==> config.mk <==
export PLATFORM = sky130hd
export DESIGN_NAME = swmm_ctrl
export DESIGN_NICKNAME = d
export VERILOG_FILES = /design/src/sv/swmm_pkg.sv /design/src/sv/swmm_ctrl.sv
export SDC_FILE = /design/constraint.sdc
export NUM_CORES = 1
export LEC_CHECK = 0
export BUFFER_PORTS_ARGS = -buffer_cell sky130_fd_sc_hd__buf_2
export CORE_UTILIZATION = 30
export CTS_CLUSTER_DIAMETER = 100
export DETAILED_ROUTE_END_ITERATION = 8
export GPL_TIMING_DRIVEN = 0
export PLACE_DENSITY = 0.58
export SLEW_MARGIN = 20
export SYNTH_ARGS = -nofsm -noshare
export SYNTH_HDL_FRONTEND = slang
export SYNTH_SLANG_ARGS = --single-unit
==> constraint.sdc <==
create_clock -name clock -period 2.3 [get_ports clock]
set_clock_uncertainty 0.1 [all_clocks]
set_input_delay 0.23 -clock clock [delete_from_list [all_inputs] [get_ports clock]]
set_output_delay 0.23 -clock clock [all_outputs]
set_load 0.1 [all_outputs]
==> src/sv/swmm_pkg.sv <==
`timescale 1ns / 1ps
`default_nettype none
// Shared constants, types and the controller/datapath command and status words
// for the sliding window min/max block. No dependencies.
package swmm_pkg;

   localparam int WINDOW_MAX = 64;
   localparam int DATA_W     = 32;
   localparam int POS_W      = 16;
   localparam int WIN_W      = 7;
   localparam int IDX_W      = $clog2(WINDOW_MAX);
   localparam int CNT_W      = IDX_W + 1;
   localparam int ENTRY_W    = DATA_W + POS_W;
   // both deques share one RAM: the deque select is the top address bit
   localparam int RAM_DEPTH  = 2 * WINDOW_MAX;

   typedef enum logic {
      DQ_MIN = 1'b0,
      DQ_MAX = 1'b1
   } dq_sel_type;

   typedef struct packed {
      logic       accept;
      logic       rd_head;
      logic       rd_tail;
      logic       pop_head;
      logic       pop_tail;
      logic       push;
      logic       cap_front;
      logic       finish;
      dq_sel_type dsel;
   } swmm_cmd_type;

   typedef struct packed {
      logic empty;
      logic too_old;
      logic dominated;
      logic out_free;
   } swmm_status_type;

endpackage

`default_nettype wire

==> src/sv/swmm_ctrl.sv <==
`timescale 1ns / 1ps
`default_nettype none
// Sequencer for the sliding window min/max block: walks each deque through
// front eviction, tail popping, append and front read. Depends on swmm_pkg.
module swmm_ctrl import swmm_pkg::*; (
   input  wire logic            clock,
   input  wire logic            reset,
   input  wire logic            req_tvalid,
   output      logic            req_tready,
   input  wire swmm_status_type status,
   output      swmm_cmd_type    cmd
);

   typedef enum logic [8:0] {
      S_IDLE = 9'b000000001,
      S_EREQ = 9'b000000010,
      S_ECHK = 9'b000000100,
      S_TREQ = 9'b000001000,
      S_TCHK = 9'b000010000,
      S_PUSH = 9'b000100000,
      S_FREQ = 9'b001000000,
      S_FCHK = 9'b010000000,
      S_DONE = 9'b100000000
   } state_type;

   state_type  state_ff, state_in;
   dq_sel_type dsel_ff, dsel_in;

   always_comb begin
      state_in = state_ff;
      dsel_in  = dsel_ff;
      cmd      = '0;
      cmd.dsel = dsel_ff;
      req_tready = 1'b0;
      unique case (state_ff)
         S_IDLE: begin
            req_tready = 1'b1;
            if (req_tvalid) begin
               cmd.accept = 1'b1;
               dsel_in    = DQ_MIN;
               state_in   = S_EREQ;
            end
         end
         S_EREQ: begin
            cmd.rd_head = 1'b1;
            state_in    = S_ECHK;
         end
         S_ECHK: begin
            // drop front entries that have aged out of the window
            if (!status.empty && status.too_old) begin
               cmd.pop_head = 1'b1;
               state_in     = S_EREQ;
            end else begin
               state_in = S_TREQ;
            end
         end
         S_TREQ: begin
            cmd.rd_tail = 1'b1;
            state_in    = S_TCHK;
         end
         S_TCHK: begin
            // drop tail entries that the new word dominates
            if (!status.empty && status.dominated) begin
               cmd.pop_tail = 1'b1;
               state_in     = S_TREQ;
            end else begin
               state_in = S_PUSH;
            end
         end
         S_PUSH: begin
            cmd.push = 1'b1;
            state_in = S_FREQ;
         end
         S_FREQ: begin
            cmd.rd_head = 1'b1;
            state_in    = S_FCHK;
         end
         S_FCHK: begin
            cmd.cap_front = 1'b1;
            if (dsel_ff == DQ_MIN) begin
               dsel_in  = DQ_MAX;
               state_in = S_EREQ;
            end else begin
               state_in = S_DONE;
            end
         end
         S_DONE: begin
            // hold until the output register can take the word
            if (status.out_free) begin
               cmd.finish = 1'b1;
               state_in   = S_IDLE;
            end
         end
         default: begin
            state_in = S_IDLE;
         end
      endcase
   end

   always_ff @(posedge clock) begin
      if (reset) begin
         state_ff <= S_IDLE;
         dsel_ff  <= DQ_MIN;
      end else begin
         state_ff <= state_in;
         dsel_ff  <= dsel_in;
      end
   end

endmodule

`default_nettype wire

==> run metrics, run 1 <==
first-pass GRT wire length 2670 um; status complete, no violations; net switching power 226 uW; Post-Synth XOR/XNOR Area 0.0268; effective utilization at floorplan 0.327; port bufs 16; Worst VDD drop 0.430 mV; clk_lat worst skew 0.26 ns; routed wire length 1570 um; TritonCTS Sinks 10; CP Data Required Time 1.97 ns; Compound-Gate Fraction of Synth Area 0.155; total I/O pin count 17; H-tree depth 1; RSZ-0062 raised after global routing yes; commonest non-fill, non-tap cells in the layout buf_2, inv_1, buf_4, dfxtp_1; Die Ht 48.7 um; commonest non-fill, non-tap cell in the layout buf_2; Power Density 585 nW/um2; root cell of the clock tree clkbuf_4; number of global-route vias before repair 597; initial antenna violation count 0; drt via density 5.13; maximum clock frequency 440 MHz; # rows 16; post-layout util 0.456; share of cells above drive strength 1 0.449; First-pass DRT Iterations 4; pin count of the biggest net entering global routing 11; DR vias 641; P_leak 0.000398 uW; mapped cell area 654 um2; Worst EP arrival 1.94 ns; CTS Buf Count 3; worst setup margin 0.0284 ns; Final min period 2.27 ns; multiplexer area fraction after synthesis 0; Clock transition at path regs 0.07 ns; Crit Path Max Fanout 10; endpoints failing setup 0; synth top area cells dfxtp_1, inv_1, nor4_1; Yosys reg bits 10; Final Max Tran Viols 0; grt total ovfl 0; clock share of power 0.222; leading area contributor after synthesis dfxtp_1; Period Utilization, post-route 0.988; actual slew at the worst max-slew pin 0.487 ns; Seq pwr share 0.347; Ant. Diodes 0; Core ar. 2000 um2; Final Hold Violating Endpoints 0; DRT iter0 DRCs 7; DIE WIDTH 48.7 um; Setup CP Type reg -> out; Syn-to-layout area delta 39.6%; nets 107; post-synthesis instance total 76; pre-CTS setup slack -0.0129 ns; Comb pwr share 0.431; slew margin rel. 0.678; P_int 308 uW; largest family of logic cells by synthesized area simple AND/OR/NAND/NOR gates; Total GRT Usage 0.148; hpwl dp 1160 um; Simple-Gate Fraction of Synth Area 0.415; Final ANT Viol Nets 0; clock tree buffer depth 2; sw frac 0.423; wire per inst 12.5 um; DRC Markers 0; max-cap viol count 0; syn nets 83; FFs w/ async S/R, synth 0; gpl congestion 0.747; register area share after synthesis 0.306; Top FF cell, synth dfxtp_1; die area 2370 um2; CTS tree built; Yosys cell types 40; critical path capture point type output pin; syn_area_per_cell 8.61 um2; synth warn 0; Synth top area share 0.306; Hold WC Path Type in -> reg; Post-synth EDFFs 0; startpoint types flip-flop; adder-cell share of the synthesized area 0
## final cells by class
| class | count | area, um2 |
|---|---|---|
| multi-input combinational | 54 | 434 |
| timing repair buffer | 19 | 154 |
| sequential | 10 | 205 |
| inverter | 8 | 30.0 |
| buffer | 4 | 33.8 |
| tap | 27 | 33.8 |
| fill | 200 | 1090 |
| clock buffer | 3 | 22.5 |
## power by group through the flow
stage          Clock (uW)  Sequential [uW]  Combinational, uW
5_1_grt               131              186                244
2_1_floorplan           0              188                186
3_3_place_gp            0              189                220
3_5_place_dp            0              189                222
6_report              118              185                230
4_1_cts               119              185                226
## Yosys cell counts (2+ instances only)
cell type and instances:
nand2_1 3, nor3_1 3, nand2b_1 2, or4b_1 2, nor4_1 4, nor2b_1 2, inv_1 8, nor2_1 4
o21ai_0 3, and3_1 2, dfxtp_1 10, buf_4 3, nand3_1 2, a21oi_1 2
## stage by stage
step                      setup TNS (ns)  hold WS [ns]  cell area [um2]  instances  total power, uW
final                                  0         0.111              913        125              534
after global placement                 0         0.391              792        119              409
after detailed placement         -0.0129         0.388              792        119              411
after floorplan                   -0.170         0.199              678         76              374
after global routing             -0.0729         0.120              913        125              561
after CTS                        -0.0290         0.121              853        122              531
## logic make-up after synthesis
kind of cell	after synthesis
AOI/OAI and AO/OA	13
buffers and inverters	12
and+or+nand+nor	39
DFF	10
xor gates and xnor gates	2
## critical path, cell delays in order (launching register included)
cell and delay [ns]:
dfxtp_1 0.31, buf_6 0.14, nor3_2 0.24, nand2_2 0.12, or4b_1 0.56, inv_1 0.12
buf_12 0.18
## state kept, by name, summed over array words and instances, names as in the netlist
signal    count
state_ff      9
dsel_ff       1
## metal layers
metal / track usage / up-vias / wire length, um
met5: 0 / - / 0
met2: 0.227 / 15 / 730
met4: 0.0735 / 0 / 20
met1: 0.200 / 295 / 754
met3: 0.0220 / 2 / 62
li1: - / 329 / -
## worst paths after layout
path	slack, ns	end	start	cells after the start
setup / recovery	0.03	cmd[4]	state_ff[0]	6
hold / removal	0.11	dsel_ff	reset	2
setup reg to reg	0.42	state_ff[1]	state_ff[6]	5
hold reg to reg	0.39	state_ff[7]	state_ff[6]	2
## what timing repair did
item,CTS,global route
resized for setup,10,13
endpoints found under the setup margin,5,7
hold buffers,0,0
pin swaps,0,2
cloned,0,0
buffers inserted,0,3
(Power assumes the default switching activity.)
==> run 2, diff against run 1 <==
Settings changed: RECOVER_POWER set to 100.
==> run 2 against run 1 <==
Net effect:
- clock power about the same
- highest routed layer unchanged
- clock-buffer cell count unchanged
- sequential cell count stayed put
- total power is the same
- combinational power barely moved
- setup slack is the same
- die area did not move
- worst hold slack barely moved
- largest cell class unchanged
- critical path depth stayed put
- sequential share of layout area barely moved
==> run metrics, run 2 (synthesized netlist as in run 1, its figures left out) <==
clk_lat worst skew 0.26 ns; drt via density 5.13; Final Non-Filler Cells 125; DR vias 641; CP Data Required Time 1.97 ns; die area 2370 um2; Final Hold Violating Endpoints 0; Power Density 586 nW/um2; total I/O pin count 17; Worst EP arrival 1.94 ns; wire per inst 12.5 um; worst hold margin 0.111 ns; effective utilization at floorplan 0.327; nets 107; Core ar. 2000 um2; worst path cell trace buf_6 > nor3_2 > nand2_2 > or4b_1 > inv_1 > buf_12; Critical Path Max Stage Delay 0.56 ns; DRT iter0 DRCs 7; number of global-route vias before repair 597; Reg with most FFs state_ff; initial antenna violation count 0; clock tree buffer depth 2; commonest non-fill, non-tap cell in the layout buf_2; H-tree depth 1; Ant. Diodes 0; DIE WIDTH 48.7 um; Clock transition at path regs 0.07 ns; Final Max Tran Viols 0; max-cap viol count 0; Final min period 2.27 ns; TritonCTS Sinks 10; critical path capture point type output pin; reg2reg setup slack 0.42 ns; Area after DPL 792 um2; gpl congestion 0.747; slew margin rel. 0.236; hpwl dp 1160 um; startpoint types flip-flop; Syn-to-layout area delta 39.4%; grt total ovfl 0; top flop regs state_ff: 9 flops, dsel_ff: 1 flops; Die Ht 48.7 um; Final Instance Area 912 um2; root cell of the clock tree clkbuf_4; maximum clock frequency 440 MHz; status complete, no violations; First-pass DRT Iterations 4; fillcell total 200; slowest cell on the critical path or4b_1; pin count of the biggest net entering global routing 11; max FFs per register 9; CTS tree built; CTS Buf Count 3; endpoints failing setup 0; DRC Markers 0; post-layout util 0.456; Period Utilization, post-route 0.988; placed insts 119; routed wire length 1570 um; port bufs 16; actual slew at the worst max-slew pin 1.15 ns; first-pass GRT wire length 2670 um; P_leak 0.000394 uW; Crit Path Max Fanout 10; commonest non-fill, non-tap cells in the layout buf_2, inv_1, buf_4, dfxtp_1; RSZ-0062 raised after global routing yes; share of cells above drive strength 1 0.439; Hold WC Path Type in -> reg; Worst VDD drop 0.430 mV; Final ANT Viol Nets 0; Total GRT Usage 0.148; Setup CP Type reg -> out; Hold-fix buffers, CTS 0; total power 534 uW; # rows 16
-- run 2: cell types whose count changed in the layout (fill, tap and decap cells not counted), sizes merged --
cell / delta
buf: -1
clkbuf: +1
-- run 2: critical path: cells and delay by family (launching register included) --
| family | cells | cell delay [ns] |
|---|---|---|
| buf+inv | 3 | 0.44 |
| simple gates | 3 | 0.92 |
| flops | 1 | 0.31 |
-- run 2: final cells by class --
class	count	area (um2)	share of cell area
Timing Repair Buffer	19	153	0.167
Multi-Input combinational cell	54	434	0.476
Inverter	8	30.0	0.0329
Buffer	4	33.8	0.0370
Sequential cell	10	205	0.225
Clock buffer	3	22.5	0.0247
Tap cell	27	33.8	0.0370
-- run 2: final timing paths --
| path | startpoint | end | cells past startpoint |
|---|---|---|---|
| setup / recovery | state_ff[0] | cmd[4] | 6 |
| hold / removal | reset | dsel_ff | 2 |
| setup reg to reg | state_ff[6] | state_ff[1] | 5 |
| hold reg to reg | state_ff[6] | state_ff[7] | 2 |
-- run 2: layer usage --
layer  part of all wire  vias up  wire (um)  GRT usage
met5                  0        -          0          0
met4              0.013        0         20     0.0735
met3              0.040        2         62     0.0220
met2               0.47       15        731      0.227
met1               0.48      295        754      0.200
li1                   -      329          -          -
-- run 2: stage by stage --
step	worst slack [ns]	setup TNS (ns)
after floorplan	-0.0873	-0.170
after detailed placement	-0.0129	-0.0129
after CTS	-0.0290	-0.0290
after global routing	-0.0542	-0.0729
final	0.0284	0
after global placement	0.0134	0
-- run 2: what timing repair did --
item	CTS	global route
setup buffers	0	3
endpoints found under the hold margin	0	0
setup endpoints to repair	5	7
gates resized for setup	10	13
pin swaps	0	2
-- run 2: power by group --
| group | internal (uW) | leakage [uW] | switching, uW |
|---|---|---|---|
| combinational | 66.4 | 0.000297 | 164 |
| clock | 60.3 | 0.0000138 | 58.1 |
| sequential | 181 | 0.0000831 | 4.00 |
| total | 308 | 0.000394 | 226 |
==> run 3, diff against run 2 <==
Settings changed: REMOVE_ABC_BUFFERS set to 1.
==> run 3 against run 2 <==
Net effect:
- sequential share of layout area is 1.2 points higher
- global-route usage up 0.19 points
- die area did not move
- non-clock buffer count down 3
- worst hold slack lost 0.023 ns
- sequential power increased by 16%
- setup slack better by 0.014 ns
- total power increased by 8.4%
- critical endpoint is now cmd[1]
- highest routed layer unchanged
==> run metrics, run 3 (synthesized netlist as in run 1, its figures left out) <==
status complete, no violations; commonest non-fill, non-tap cells in the layout buf_2, inv_1, dfxtp_2, buf_4, nor2_1; clock tree buffer depth 2; total I/O pin count 17; net switching power 241 uW; CP Data Required Time 1.97 ns; clock share of power 0.295; routing usage on met3 0.0126; initial antenna violation count 0; wire per inst 13.7 um; endpoints failing setup 0; Seq pwr share 0.370; Power Density 650 nW/um2; top flop regs state_ff: 9 flops, dsel_ff: 1 flops; First-pass DRT Iterations 4; startpoint types flip-flop; # rows 16; routed wire length 1680 um; die area 2370 um2; nets 104; P_int 338 uW; number of global-route vias before repair 621; post-layout util 0.445; DR vias 659; final setup TNS 0 ns; Final Instance Area 891 um2; gpl congestion 0.846; Core ar. 2000 um2; root cell of the clock tree clkbuf_4; Ant. Diodes 0; Area after DPL 734 um2; DIE WIDTH 48.7 um; Total GRT Usage 0.150; critical path capture point type output pin; worst hold margin 0.0881 ns; met1 Track Usage GR 0.186; grt total ovfl 0; Final min period 2.26 ns; Final ANT Viol Nets 0; max-cap viol count 0; Reg with most FFs state_ff; first-pass GRT wire length 2740 um; Setup CP Type reg -> out; RSZ-0062 raised after global routing yes; hold depth 2; Crit Path Max Fanout 8; Worst EP arrival 1.93 ns; effective utilization at floorplan 0.327; maximum clock frequency 443 MHz; Final Max Tran Viols 0; commonest non-fill, non-tap cell in the layout buf_2; P_leak 0.000386 uW; hpwl dp 1100 um; fillcell total 201; Hold WC Path Type in -> reg; drt via density 5.36; Period Utilization, post-route 0.982; slew margin rel. 0.236; Top Usage Layer GRT met2; max FFs per register 9; Final Hold Violating Endpoints 0; clk_lat worst skew 0.28 ns; CTS tree built; GRT met2 Usage 0.243; CTS Buf Count 3; Syn-to-layout area delta 36.1%; pin count of the biggest net entering global routing 11; Worst VDD drop 0.365 mV; Comb pwr share 0.335; port bufs 16; share of cells above drive strength 1 0.438; depth of the most critical reg-to-reg path 4; H-tree depth 1; Die Ht 48.7 um; actual slew at the worst max-slew pin 1.15 ns; sw frac 0.417; Clock transition at path regs 0.08 ns; TritonCTS Sinks 10; DRT iter0 DRCs 11; DRC Markers 0
run 3: cell count changes in the layout (fill, tap and decap cells not counted), sizes merged:
cell	before	now
buf	21	19
run 3: final timing paths:
kind | slack [ns] | endpoint | start
worst max-delay path | 0.04 | cmd[1] | state_ff[7]
worst min-delay path | 0.09 | state_ff[8] | reset
worst min register to register | 0.40 | state_ff[7] | state_ff[6]
worst max register to register | 0.48 | state_ff[6] | state_ff[0]
run 3: critical path, cell delays in order, from the launching register on:
cell and delay [ns]:
dfxtp_4 0.37, or4_4 0.59, nor4_2 0.28, and2_1 0.20
buf_8 0.20
run 3: cell type report:
cell class	count	area (um2)	share of cell area
clock buffers	4	36.3	0.0407
repair buffers	20	158	0.177
inverters	8	30.0	0.0337
flip-flops and latches	10	211	0.237
multi-input cells	54	422	0.473
well taps	27	33.8	0.0379
run 3: per-stage QoR:
stage | worst slack [ns] | total power [uW] | instances
floorplan | -2.27 | 354 | 72
global placement | 0.0588 | 389 | 115
detailed placement | 0.0737 | 389 | 115
CTS | 0.0118 | 559 | 119
global route | -0.0335 | 593 | 123
finish | 0.0419 | 579 | 123
run 3: layer usage:
layer	share of wire	up-vias
met3	0.041	5
met4	0.029	0
met5	0	-
met2	0.49	22
li1	-	326
met1	0.43	306
run 3: repair_timing:
item,4_1_cts,5_1_grt
setup endpoints to repair,5,5
pin swaps,0,4
hold buffers,0,0
buffers inserted,0,4
resized for setup,11,18
run 3: power groups by stage:
| stage | Clock, uW | Sequential, uW | Combinational [uW] |
|---|---|---|---|
| floorplan | 0 | 204 | 150 |
| global placement | 0 | 210 | 179 |
| detailed placement | 0 | 210 | 179 |
| CTS | 169 | 209 | 181 |
| global route | 174 | 216 | 203 |
| finish | 171 | 214 | 194 |
